--- src/design/rgrt_pkg.sv ---
`timescale 1ns / 1ps
// ----------------------------------------------------------------------------
// Relative gradient refine tagger - shared package
// Sizes, payload types, register indexes and the structs passed between the
// sequencer, the tap store and the judge.
// ----------------------------------------------------------------------------
package rgrt_pkg;

	// Block limits
	localparam int MAX_X = 64;
	localparam int MAX_Y = 64;
	localparam int MAX_Z = 64;

	// Field widths
	localparam int SAMPLE_W  = 32;
	localparam int THR_W     = 24;
	localparam int SIZE_W    = 7;
	localparam int POS_W     = 6;
	localparam int CFG_IDX_W = 3;

	// Storage: two planes of history, two rows of history
	localparam int RING_DEPTH = 2 * MAX_X * MAX_Y;
	localparam int RING_AW    = $clog2(RING_DEPTH);
	localparam int LINE_DEPTH = 2 * MAX_X;
	localparam int LINE_AW    = $clog2(LINE_DEPTH);
	localparam int PLANE_W    = 2 * SIZE_W;

	// Arithmetic: 0.5*|diff| > T/65536 * (|q|+1) becomes |diff| << 15 > T*(|q|+1)
	localparam int MAG_W      = SAMPLE_W;
	localparam int SCALE_W    = SAMPLE_W;
	localparam int PROD_W     = THR_W + SCALE_W;
	localparam int FRAC_SHIFT = 15;

	// Register indexes
	localparam logic [CFG_IDX_W-1:0] REG_REFINE_THR   = 3'd0;
	localparam logic [CFG_IDX_W-1:0] REG_DEREFINE_THR = 3'd1;
	localparam logic [CFG_IDX_W-1:0] REG_SIZE_X       = 3'd2;
	localparam logic [CFG_IDX_W-1:0] REG_SIZE_Y       = 3'd3;
	localparam logic [CFG_IDX_W-1:0] REG_SIZE_Z       = 3'd4;

	// Register reset values
	localparam logic [THR_W-1:0]  REFINE_THR_RST   = 24'd32768;
	localparam logic [THR_W-1:0]  DEREFINE_THR_RST = 24'd3277;
	localparam logic [SIZE_W-1:0] SIZE_RST         = 7'd64;

	typedef logic signed [SAMPLE_W-1:0] sample_t;
	typedef logic [THR_W-1:0]           thr_t;
	typedef logic [SIZE_W-1:0]          size_t;
	typedef logic [POS_W-1:0]           pos_t;
	typedef logic [RING_AW-1:0]         ring_addr_t;
	typedef logic [LINE_AW-1:0]         line_addr_t;
	typedef logic [MAG_W-1:0]           mag_t;
	typedef logic [SCALE_W-1:0]         scale_t;
	typedef logic [PROD_W-1:0]          prod_t;

	typedef enum logic [1:0] {
		DEC_DEREFINE = 2'd0,
		DEC_KEEP     = 2'd1,
		DEC_REFINE   = 2'd2
	} decision_t;

	// Per-cell control, fixed when the cell is taken
	typedef struct packed {
		logic eval;   // stencil centre is interior
		logic use_y;
		logic use_z;
		logic last;   // last cell of the block
	} item_t;

	// Tap distances, set by the block sizes
	typedef struct packed {
		ring_addr_t ring_lag_u;  // plane store lag of the upper y neighbour
		logic       u_direct;    // that lag is zero: take the incoming cell
		ring_addr_t ring_lag_z;  // plane store lag of the lower z neighbour
		line_addr_t line_lag_x;  // row store lag of the upper x neighbour
		logic       x_direct;    // that lag is zero: take the row store input
		line_addr_t line_lag_y;  // row store lag of the lower y neighbour
	} tap_ctl_t;

	// Neighbours of one centre cell plus its |q|+1
	typedef struct packed {
		sample_t x_hi;
		sample_t x_lo;
		sample_t y_hi;
		sample_t y_lo;
		sample_t z_hi;
		sample_t z_lo;
		scale_t  scale;
	} stencil_t;

	// Outcome of one cell's tests
	typedef struct packed {
		logic valid;
		logic above;      // some difference exceeds the refine threshold
		logic not_below;  // some difference is not below the derefine threshold
		logic last;
	} verdict_t;

endpackage

--- src/design/rgrt_judge.sv ---
`timescale 1ns / 1ps
// ----------------------------------------------------------------------------
// Relative gradient refine tagger - threshold judge
// Forms |diff| on each axis and T*(|q|+1) for both thresholds, registers
// them, then compares by cross-multiplication.
// ----------------------------------------------------------------------------
module rgrt_judge import rgrt_pkg::*; (
	input  logic     clk,
	input  logic     arst_n,
	input  logic     valid_s2,
	input  item_t    item_s2,
	input  stencil_t stencil,
	input  thr_t     refine_thr,
	input  thr_t     derefine_thr,
	output verdict_t verdict
);

	function automatic mag_t abs_diff(sample_t a, sample_t b);
		logic [SAMPLE_W:0] d_ab;
		logic [SAMPLE_W:0] d_ba;
		d_ab = {a[SAMPLE_W-1], a} - {b[SAMPLE_W-1], b};
		d_ba = {b[SAMPLE_W-1], b} - {a[SAMPLE_W-1], a};
		return d_ab[SAMPLE_W] ? d_ba[MAG_W-1:0] : d_ab[MAG_W-1:0];
	endfunction

	function automatic prod_t lhs(mag_t m);
		return PROD_W'({m, {FRAC_SHIFT{1'b0}}});
	endfunction

	logic  valid_s3;
	item_t item_s3;
	mag_t  mag_x_s3, mag_y_s3, mag_z_s3;
	prod_t prod_r_s3, prod_d_s3;

	logic ax, ay, az, nx_hit, ny_hit, nz_hit;

	always_ff @(posedge clk or negedge arst_n) begin
		if (!arst_n) begin
			valid_s3 <= 1'b0;
		end else begin
			valid_s3 <= valid_s2;
		end
	end

	always_ff @(posedge clk) begin
		if (valid_s2) begin
			item_s3   <= item_s2;
			mag_x_s3  <= abs_diff(stencil.x_hi, stencil.x_lo);
			mag_y_s3  <= abs_diff(stencil.y_hi, stencil.y_lo);
			mag_z_s3  <= abs_diff(stencil.z_hi, stencil.z_lo);
			prod_r_s3 <= PROD_W'(refine_thr) * PROD_W'(stencil.scale);
			prod_d_s3 <= PROD_W'(derefine_thr) * PROD_W'(stencil.scale);
		end
	end

	assign ax     = lhs(mag_x_s3) > prod_r_s3;
	assign ay     = lhs(mag_y_s3) > prod_r_s3;
	assign az     = lhs(mag_z_s3) > prod_r_s3;
	assign nx_hit = lhs(mag_x_s3) >= prod_d_s3;
	assign ny_hit = lhs(mag_y_s3) >= prod_d_s3;
	assign nz_hit = lhs(mag_z_s3) >= prod_d_s3;

	assign verdict.valid     = valid_s3;
	assign verdict.last      = item_s3.last;
	assign verdict.above     = item_s3.eval &&
		(ax || (item_s3.use_y && ay) || (item_s3.use_z && az));
	assign verdict.not_below = item_s3.eval &&
		(nx_hit || (item_s3.use_y && ny_hit) || (item_s3.use_z && nz_hit));

endmodule

--- config.mk ---
export PLATFORM = sky130hd
export DESIGN_NAME = rgrt_judge
export DESIGN_NICKNAME = d
export VERILOG_FILES = /design/src/design/rgrt_pkg.sv /design/src/design/rgrt_judge.sv
export SDC_FILE = /design/constraint.sdc
export NUM_CORES = 2
export LEC_CHECK = 0
export BUFFER_PORTS_ARGS = -buffer_cell sky130_fd_sc_hd__buf_2
export CORE_MARGIN = 10
export CORE_UTILIZATION = 56
export CTS_CLUSTER_DIAMETER = 60
export DETAILED_ROUTE_END_ITERATION = 10
export HOLD_SLACK_MARGIN = 0.12
export MAX_ROUTING_LAYER = met4
export PLACE_DENSITY = 0.73
export SETUP_SLACK_MARGIN = 0.5
export SYNTH_ARGS = -nofsm -noshare
export SYNTH_HDL_FRONTEND = slang
export SYNTH_SLANG_ARGS = --single-unit
--- constraint.sdc ---
create_clock -name clk -period 5.3 [get_ports clk]
set_clock_uncertainty 0.05 [all_clocks]
set_input_delay 0.265 -clock clk [delete_from_list [all_inputs] [get_ports clk]]
set_output_delay 0.265 -clock clk [all_outputs]
set_load 0.05 [all_outputs]
==> results_dict.tcl <==
set metrics [dict create \
    slew_viol_final 0 \
    relSlewSlack 0.409 \
    rows 130 \
    grt_antenna_before_repair 10 \
    yosys_most_used_dff "edfxtp_1" \
    cp_max_fo 5 \
    status "complete, but fails checks" \
    fin_crit_sh 1.25 \
    numCtsBuffers 24 \
    ys_seq_area_frac 0.0908 \
    timing.setup.tns_ps -66650 \
    rsz0062_at_grt "true" \
    wirelength_um 207000 \
    vias 57500 \
    dieHeight_um 375 \
    end_kind "flop" \
    fmax_mhz 151 \
    syn_inst 7944 \
    cts_root_buffer "clkbuf_16" \
    nets 11000 \
    dp_hpwl_um 168000 \
    grt_util_all_layers 0.298 \
    drt_iter0_markers 4133 \
    remaining_drc_errors 0 \
    core_sq_um 125000 \
    worst_slew_pin_slew_ps 880 \
    violations "negative setup slack" \
    min_period_ps 6600 \
    ys_seq_elements 213 \
    h-tree-depth 1 \
    slowest_delay_ps 560 \
    num_io_pins 283 \
    synth.area.top_cells "fa_1 (38%), ha_1 (13%), inv_1 (9.3%)" \
    placed_cell_area_sq_um 79500 \
    place_ws_ps -2060 \
    arrival_ps 6840 \
    final_cell_mix "inv_1 (1695), fa_1 (1275), nand2_1 (903), and2_1 (743), ha_1 (684)" \
    cp_top_family "adder cells" \
    drive_gt1_frac 0.185 \
    synth.avg_cell_area_sq_um 8.86 \
    final_common_cell "inv_1" \
    clk_pin_slew_worst_paths_ps 60 \
    die_area_sq_um 140000 \
    synthArstFlopShare 0.00469 \
    startpoint_type "primary input" \
    place.gp.congestion 0.957 \
    cts_tree "built" \
    crit_path_frequent_cell "fa_1" \
    timing.final.ws_setup_ps -1300 \
    hold_viol 0 \
    synth_edf_count 212 \
    vias_per_cell 5.54 \
    final_cell_area_sq_um 84100 \
    setup_viol 79 \
    start_util 0.562 \
    port_buffers 282 \
    die_x_um 375 \
    detail_route.wl_per_cell_um 20.0 \
    grt_pass1_wl_um 326000 \
    syn_nets 10300 \
    clk_path_buf_depth 3 \
    overflow 0 \
    synth_area_sq_um 70400 \
    cp_data_required_time_ps 5540 \
    ant_nets 0 \
    dr.pass1.iters 9 \
    yosysTopAreaCell "fa_1" \
    synth_cell_types 85 \
    crit_buf_inv 8 \
    critPathSlowestCell "fa_1" \
    clkSinkCount 213 \
    grt_max_degree 126 \
    critPathKind "in2reg" \
    grt_pass1_vias 60400 \
    min_path_type "in2reg" \
    ys_warn_count 0 \
    area_delta_synth_final_pct 19.5 \
    cap_violations 0 \
    netlist.area_leader.share 0.376 \
]
==> kinds of logic (layout without fill, tap and decap cells) <==
kind of cell | after synthesis | after routing | share of synthesized area
AND/OR/NAND/NOR | 2209 | 2209 | 0.157
XOR/XNOR | 187 | 187 | 0.0233
buffers and inverters | 2161 | 2921 | 0.116
other | 0 | 10 | 0
adder cells (fa/ha/maj) | 2067 | 2067 | 0.508
multiplexers | 46 | 46 | 0.00679
AO/OA/AOI/OAI | 1061 | 1061 | 0.0982
flip-flops | 213 | 213 | 0.0908
==> what timing repair did <==
item	in CTS	in global routing
gates resized for setup	393	190
pin swaps	179	149
buffers inserted	68	38
hold buffers	8	0
cloned	14	8
endpoints found under the hold margin	7	0
endpoints found under the setup margin	91	93
==> registers in the layout (all words and copies together) (netlist names) <==
| name | cells |
|---|---|
| item_s3 | 3 |
| mag_y_s3 | 32 |
| valid_s3 | 1 |
| prod_d_s3 | 56 |
| verdict | 1 |
| mag_x_s3 | 32 |
| prod_r_s3 | 56 |
| mag_z_s3 | 32 |
==> per-stage QoR <==
step	hold slack (ps)	instances	util
6_report	168	10400	0.671
5_1_grt	187	10400	0.671
4_1_cts	150	10300	0.661
3_5_place_dp	-8.74	10200	0.635
3_3_place_gp	-9.96	10200	0.635
2_1_floorplan	-80.6	7944	-
==> worst paths after layout <==
| path | start | slack, ps | endpoint | cells after the start |
|---|---|---|---|---|
| worst max-delay path | stencil[15] | -1300 | prod_d_s3[52]$_DFFE_PP_ | 28 |
| worst min-delay path | stencil[32] | 170 | mag_z_s3[0]$_DFFE_PP_ | 4 |
| max in group asynchronous | arst_n | 4600 | valid_s3$_DFF_PN0_ | 3 |
| min in group asynchronous | arst_n | 500 | valid_s3$_DFF_PN0_ | 3 |
==> cell usage after synthesis, types with 24 or more instances <==
master,n
o21a_1,42
a211oi_1,32
nor2b_1,51
nand3_1,53
a21oi_1,340
xnor2_1,124
clkbuf_1,377
o21ai_0,150
a31oi_1,31
mux2i_1,41
and3_1,24
xor2_1,63
edfxtp_1,212
nand2_1,932
ha_1,745
nor3_1,39
nand4_1,74
nor2_1,152
o21bai_1,45
nand2b_1,30
inv_1,1748
a21o_1,222
and2_1,793
o211ai_1,27
o21ai_1,28
fa_1,1322
==> routing by layer <==
layer	global-route usage	vias up	share of wire
li1	-	26000	-
met1	0.392	28900	0.41
met2	0.475	2119	0.47
met3	0.0350	518	0.070
met4	0.111	0	0.049
met5	-	-	0
==> cell type report <==
type	count	area (sq um)
timing repair buffer	1129	10100
inverter	1748	6560
clock inverter	18	198
sequential	213	6390
multi-input combinational	5570	58100
fill	9816	41200
clock buffer	26	629
antenna	10	25.0
tap	1650	2060
Power is left out: the tool's default activity adds up to more than one toggle a clock period on the data nets, which glitch-free logic cannot reach.
