<file path="src/design/rgrt_pkg.sv">
`timescale 1ns / 1ps
// ----------------------------------------------------------------------------
// Relative gradient refine tagger - shared package
// Sizes, payload types, register indexes and the structs passed between the
// sequencer, the tap store and the judge.
// ----------------------------------------------------------------------------
package rgrt_pkg;

	// Block limits
	localparam int MAX_X = 64;
	localparam int MAX_Y = 64;
	localparam int MAX_Z = 64;

	// Field widths
	localparam int SAMPLE_W  = 32;
	localparam int THR_W     = 24;
	localparam int SIZE_W    = 7;
	localparam int POS_W     = 6;
	localparam int CFG_IDX_W = 3;

	// Storage: two planes of history, two rows of history
	localparam int RING_DEPTH = 2 * MAX_X * MAX_Y;
	localparam int RING_AW    = $clog2(RING_DEPTH);
	localparam int LINE_DEPTH = 2 * MAX_X;
	localparam int LINE_AW    = $clog2(LINE_DEPTH);
	localparam int PLANE_W    = 2 * SIZE_W;

	// Arithmetic: 0.5*|diff| > T/65536 * (|q|+1) becomes |diff| << 15 > T*(|q|+1)
	localparam int MAG_W      = SAMPLE_W;
	localparam int SCALE_W    = SAMPLE_W;
	localparam int PROD_W     = THR_W + SCALE_W;
	localparam int FRAC_SHIFT = 15;

	// Register indexes
	localparam logic [CFG_IDX_W-1:0] REG_REFINE_THR   = 3'd0;
	localparam logic [CFG_IDX_W-1:0] REG_DEREFINE_THR = 3'd1;
	localparam logic [CFG_IDX_W-1:0] REG_SIZE_X       = 3'd2;
	localparam logic [CFG_IDX_W-1:0] REG_SIZE_Y       = 3'd3;
	localparam logic [CFG_IDX_W-1:0] REG_SIZE_Z       = 3'd4;

	// Register reset values
	localparam logic [THR_W-1:0]  REFINE_THR_RST   = 24'd32768;
	localparam logic [THR_W-1:0]  DEREFINE_THR_RST = 24'd3277;
	localparam logic [SIZE_W-1:0] SIZE_RST         = 7'd64;

	typedef logic signed [SAMPLE_W-1:0] sample_t;
	typedef logic [THR_W-1:0]           thr_t;
	typedef logic [SIZE_W-1:0]          size_t;
	typedef logic [POS_W-1:0]           pos_t;
	typedef logic [RING_AW-1:0]         ring_addr_t;
	typedef logic [LINE_AW-1:0]         line_addr_t;
	typedef logic [MAG_W-1:0]           mag_t;
	typedef logic [SCALE_W-1:0]         scale_t;
	typedef logic [PROD_W-1:0]          prod_t;

	typedef enum logic [1:0] {
		DEC_DEREFINE = 2'd0,
		DEC_KEEP     = 2'd1,
		DEC_REFINE   = 2'd2
	} decision_t;

	// Per-cell control, fixed when the cell is taken
	typedef struct packed {
		logic eval;   // stencil centre is interior
		logic use_y;
		logic use_z;
		logic last;   // last cell of the block
	} item_t;

	// Tap distances, set by the block sizes
	typedef struct packed {
		ring_addr_t ring_lag_u;  // plane store lag of the upper y neighbour
		logic       u_direct;    // that lag is zero: take the incoming cell
		ring_addr_t ring_lag_z;  // plane store lag of the lower z neighbour
		line_addr_t line_lag_x;  // row store lag of the upper x neighbour
		logic       x_direct;    // that lag is zero: take the row store input
		line_addr_t line_lag_y;  // row store lag of the lower y neighbour
	} tap_ctl_t;

	// Neighbours of one centre cell plus its |q|+1
	typedef struct packed {
		sample_t x_hi;
		sample_t x_lo;
		sample_t y_hi;
		sample_t y_lo;
		sample_t z_hi;
		sample_t z_lo;
		scale_t  scale;
	} stencil_t;

	// Outcome of one cell's tests
	typedef struct packed {
		logic valid;
		logic above;      // some difference exceeds the refine threshold
		logic not_below;  // some difference is not below the derefine threshold
		logic last;
	} verdict_t;

endpackage

</file>
<file path="src/design/rgrt_seq.sv">
`timescale 1ns / 1ps
// ----------------------------------------------------------------------------
// Relative gradient refine tagger - raster sequencer
// Tracks the cell position, flags interior centres and the last cell, and
// derives the tap distances from the block sizes.
// ----------------------------------------------------------------------------
module rgrt_seq import rgrt_pkg::*; (
	input  logic     clk,
	input  logic     arst_n,
	input  size_t    nx,
	input  size_t    ny,
	input  size_t    nz,
	input  logic     advance,
	input  logic     restart,
	output item_t    item,
	output tap_ctl_t taps
);

	pos_t pos_x_q, pos_y_q, pos_z_q;

	logic has_y, has_z, shift_x, shift_y;
	size_t px, py, pz;
	size_t lo_x, hi_x, lo_y, hi_y, lo_z, hi_z;
	logic ok_x, ok_y, ok_z;
	logic end_x, end_y, end_z;
	logic [PLANE_W-1:0] plane, span;

	assign has_y   = ny != size_t'(1);
	assign has_z   = nz != size_t'(1);
	// The axis whose far neighbour arrives last is the one the centre lags on
	assign shift_x = !has_y && !has_z;
	assign shift_y = has_y && !has_z;

	assign px = size_t'(pos_x_q);
	assign py = size_t'(pos_y_q);
	assign pz = size_t'(pos_z_q);

	always_comb begin
		lo_x = shift_x ? size_t'(2) : size_t'(1);
		hi_x = shift_x ? nx - size_t'(1) : nx - size_t'(2);
		lo_y = shift_y ? size_t'(2) : size_t'(1);
		hi_y = shift_y ? ny - size_t'(1) : ny - size_t'(2);
		lo_z = has_z ? size_t'(2) : size_t'(1);
		hi_z = has_z ? nz - size_t'(1) : nz - size_t'(2);
		ok_x = px >= lo_x && px <= hi_x;
		ok_y = !has_y || (py >= lo_y && py <= hi_y);
		ok_z = !has_z || (pz >= lo_z && pz <= hi_z);
	end

	assign end_x = px + size_t'(1) == nx;
	assign end_y = py + size_t'(1) == ny;
	assign end_z = pz + size_t'(1) == nz;

	assign item.eval  = ok_x && ok_y && ok_z;
	assign item.use_y = has_y;
	assign item.use_z = has_z;
	assign item.last  = end_x && end_y && end_z;

	assign plane = PLANE_W'(nx) * PLANE_W'(ny);
	assign span  = plane - PLANE_W'(nx);

	always_comb begin
		taps.u_direct   = !has_z;
		taps.ring_lag_u = '0;
		if (has_z) begin
			taps.ring_lag_u = has_y ? span[RING_AW-1:0] : RING_AW'(nx - size_t'(1));
		end
		taps.ring_lag_z = {plane[RING_AW-2:0], 1'b0};
		taps.x_direct   = !has_y;
		taps.line_lag_x = LINE_AW'(nx - size_t'(1));
		taps.line_lag_y = LINE_AW'({nx, 1'b0});
	end

	always_ff @(posedge clk or negedge arst_n) begin
		if (!arst_n) begin
			pos_x_q <= '0;
			pos_y_q <= '0;
			pos_z_q <= '0;
		end else if (restart) begin
			pos_x_q <= '0;
			pos_y_q <= '0;
			pos_z_q <= '0;
		end else if (advance) begin
			if (item.last || end_x) begin
				pos_x_q <= '0;
			end else begin
				pos_x_q <= pos_x_q + 1'b1;
			end
			if (item.last || (end_x && end_y)) begin
				pos_y_q <= '0;
			end else if (end_x) begin
				pos_y_q <= pos_y_q + 1'b1;
			end
			if (item.last) begin
				pos_z_q <= '0;
			end else if (end_x && end_y) begin
				pos_z_q <= pos_z_q + 1'b1;
			end
		end
	end

endmodule

</file>
<file path="config.mk">
export PLATFORM = sky130hd
export DESIGN_NAME = rgrt_seq
export DESIGN_NICKNAME = d
export VERILOG_FILES = /design/src/design/rgrt_pkg.sv /design/src/design/rgrt_seq.sv
export SDC_FILE = /design/constraint.sdc
export NUM_CORES = 1
export LEC_CHECK = 0
export BUFFER_PORTS_ARGS = -buffer_cell sky130_fd_sc_hd__buf_2
export CORE_AREA = 2 2 101 103
export DETAILED_ROUTE_END_ITERATION = 8
export DIE_AREA = 0 0 103 105
export PLACE_DENSITY = 0.76
export SYNTH_ARGS = -nofsm -noshare
export SYNTH_HDL_FRONTEND = slang
export SYNTH_SLANG_ARGS = --single-unit
</file>
<file path="constraint.sdc">
create_clock -name clk -period 10.56 [get_ports clk]
set_clock_uncertainty 0.2 [all_clocks]
set_input_delay 1.584 -clock clk [delete_from_list [all_inputs] [get_ports clk]]
set_output_delay 1.584 -clock clk [all_outputs]
set_load 0.01 [all_outputs]
</file>
==> summary.md <==
| Metric | Value |
|---|---|
| Hold Path Class | reg -> reg |
| Vias in the first global route | roughly 4200 |
| Die X | 103 um |
| Root Buffer | clkbuf_8 |
| Largest family of logic cells by synthesized area | adder cells |
| Minimum clock period after layout | between 8000 and 9000 ps |
| GPL Wtd Cong | 0.9044 |
| First-pass GRT wire length | 19.46 mm |
| Final Power | 0.7637 mW |
| Sequential fraction of the synthesis area | 0.09461 |
| Total Routing Usage GR | 0.2194 |
| Most common library cells after synthesis | ha_1 (74), inv_1 (58), nor2_1 (54) |
| Pwr dens | 148.9 nW/um^2 |
| Maximum capacitance violations | 0 |
| Initial DRT Pass Iterations | 5 |
| Yosys top cell by area | ha_1 |
| Post-CTS sizing | 0 |
| Core area | 9639 um^2 |
| YS warnings | 0 |
| Multi-input logic area | 3882 um^2 |
| EDFF count, synth | 0 |
| Remaining DRCs | 0 |
| Slew HR | 0.3796 |
| Synth Area in Adders | 0.2954 |
| Mux contribution to synthesized area | 0.008936 |
| Worst EP arrival | about 6700 ps |
| CTS tree | yes |
| DP HPWL | roughly 9.7 mm |
| RSZ-0062 raised after global routing | no |
| Crit path launch type | input pin |
| Final wirelength | about 12 mm |
| Placed insts | 780 |
| Synth area leaders | ha_1 (19%), fa_1 (10%), dfrtp_1 (9.5%), xnor2_1 (7.9%), inv_1 (4.6%) |
| # H-tree levels | 1 |
| Most numerous cell in the Yosys netlist | ha_1 |
| Mapped Cells | 611 |
| Period utilization | 0.8026 |
| Initial Util | 0.4939 |
| Via density | 5.548 |
| DR vias | 4350 |
| Nature of the critical path endpoint | output port |
| XOR/XNOR share of the synthesized area | 0.1325 |
| Highest metal used | met4 |
| Ys async rst share | 1.000 |
| Met3 WL post-DR | around 450 um |
| M1 wire length | between 5 and 6 mm |
| Clock Path Buffers | 2 |
| I/O pin count | a little over 70 |
| Iteration-0 DRC Markers | 179 |
| TNS Setup | 0 ps |
| Final #Nets | 775 |
| FILL cells | between 900 and 1000 |
| Cell Area, Synth | 4761 um^2 |
| GRT overflow | 0 |
| Status | finished clean |
| Slew Limit Fails | 0 |
| Top cell type's share of synthesized area | 0.1945 |
| Total die area | 10820 um^2 |
| # rows | 36 |
| Worst EP required | just under 9000 ps |
| Largest net degree at the start of global routing | 19 |
| Least-Margin Pin Slew | 916.2 ps |
| Post-synthesis cell type count | 63 |
| Antenna viol nets, final | 0 |
| Fin cells | 784 |
| Mean Syn Cell Area | 7.792 um^2 |
| Synth Register Bits | 18 |
| Setup violators final | 0 |
| Skew-Pair Late Insertion Delay | between 200 and 300 ps |
| Complex-gate fraction of the synthesized area | 0.1469 |
| Fmax achieved | 118.0 MHz |
| Num CTS Buffers | 3 |
| WS Path Type | in -> out |
| Leakage | 2.444 nW |
| Post-CTS Setup Inserts | 0 |
| CTS clock-pin slew for the worst setup and hold paths | 80 ps |
| Post-Synth Simple-Gate Area | 0.2302 |
| Initial antenna violation count | 0 |
| CTS Hold Bufs | 0 |
| # clock sinks | 18 |
| Met2 WL | 5.986 mm |
| Port bufs | 68 |
| Register Area | 450.4 um^2 |
| Die Y-Extent | 105 um |
| Layout cells sized above 1 | 0.1352 |
| Primary FF master, synth | dfrtp_1 |
| Routed len/inst | approximately 15 um |
| Max VDD drop | 0.3698 mV |
| Hold Vio Cnt, Final | 0 |
| Worst-path fanout max | 10 |
| Number of diodes | 0 |
| Area Overhead vs Synth | 7.700% |
final timing paths:
path / depth (start not counted) / from / to / slack, ps
max in group asynchronous: 1 / arst_n / pos_z_q[0] / 8820
worst max-delay path: 20 / nx[4] / taps[40] / 2080
worst min register to register: 2 / pos_x_q[1] / pos_x_q[1] / 410
min in group asynchronous: 1 / arst_n / pos_z_q[2] / 1040
worst max register to register: 8 / pos_x_q[0] / pos_z_q[4] / 7500
worst min-delay path: 2 / pos_x_q[1] / pos_x_q[1] / 410
area by class of cell:
type	count	area share
Clock buffer	4	0.01074
Inverter	62	0.04539
Multi-Input combinational cell	499	0.7572
Sequential cell	18	0.08785
Tap cell	133	0.03245
Timing Repair Buffer	68	0.06637
power by group:
group,switching [mW],internal [mW]
Sequential,0.00129,0.0695
Combinational,0.355,0.277
Clock,0.0277,0.0333
Total,0.384,0.380
layer usage:
metal  vias to the layer above  global-route usage
li1                       2157                   -
met1                      2071              0.2797
met2                       109              0.3961
met3                        13             0.02274
met4                         0             0.04135
met5                         -                   0
placed cells by master, fill, tap and decap left out, types with 3 or more instances in the layout:
master / netlist / routed
a2111oi_0: 3 / 3
a21o_1: 4 / 4
a21oi_1: 34 / 34
a22oi_1: 3 / 3
a31oi_1: 5 / 5
and2_1: 21 / 21
buf_2: 4 / 68
clkbuf_8: 0 / 4
clkinv_1: 3 / 3
dfrtp_1: 18 / 18
fa_1: 24 / 24
ha_1: 74 / 74
inv_1: 58 / 58
nand2_1: 51 / 51
nand2b_1: 6 / 6
nand3_1: 18 / 18
nand4_1: 6 / 6
nor2_1: 54 / 54
nor2b_1: 10 / 10
nor3_1: 16 / 16
nor4_1: 4 / 4
o211ai_1: 5 / 5
o21a_1: 6 / 6
o21ai_0: 32 / 32
o31ai_1: 6 / 6
o41ai_1: 3 / 3
or3_1: 5 / 5
or4_1: 5 / 5
xnor2_1: 43 / 43
xor2_1: 21 / 21
kinds of logic after synthesis:
kind of cell             Yosys count
XOR/XNOR                          67
buffers and inverters             95
flip-flops                        18
AND/OR/NAND/NOR                  215
multiplexers                       4
adder cells (fa/ha/maj)           98
other                              1
AO/OA/AOI/OAI                    113
worst max-delay path, cell delays in order:
cell and delay (ps):
buf_2 170, inv_1 190, nor2_1 90, fa_1 500
inv_1 50, fa_1 480, inv_1 60, fa_1 530
inv_1 60, fa_1 530, inv_1 40, ha_1 350
o211ai_1 110, a21oi_1 110, or3_1 400, a2111oi_0 750
nand3_1 180, xnor2_1 220, a21oi_1 100, buf_2 180
stage by stage:
step	area, um^2	hold slack, ps	setup slack [ps]	utilization
2_1_floorplan	4765	338.3	2526	-
3_3_place_gp	5072	381.0	2261	0.5262
3_5_place_dp	5072	396.8	2096	0.5262
4_1_cts	5127	408.4	2081	0.5319
5_1_grt	5127	429.7	1691	0.5319
6_report	5127	412.1	2085	0.5319
sequential cells by signal, indices dropped and copies added, names as in the netlist:
register  count
pos_z_q       6
pos_x_q       6
pos_y_q       6
Power figures use the tool's default switching activity.
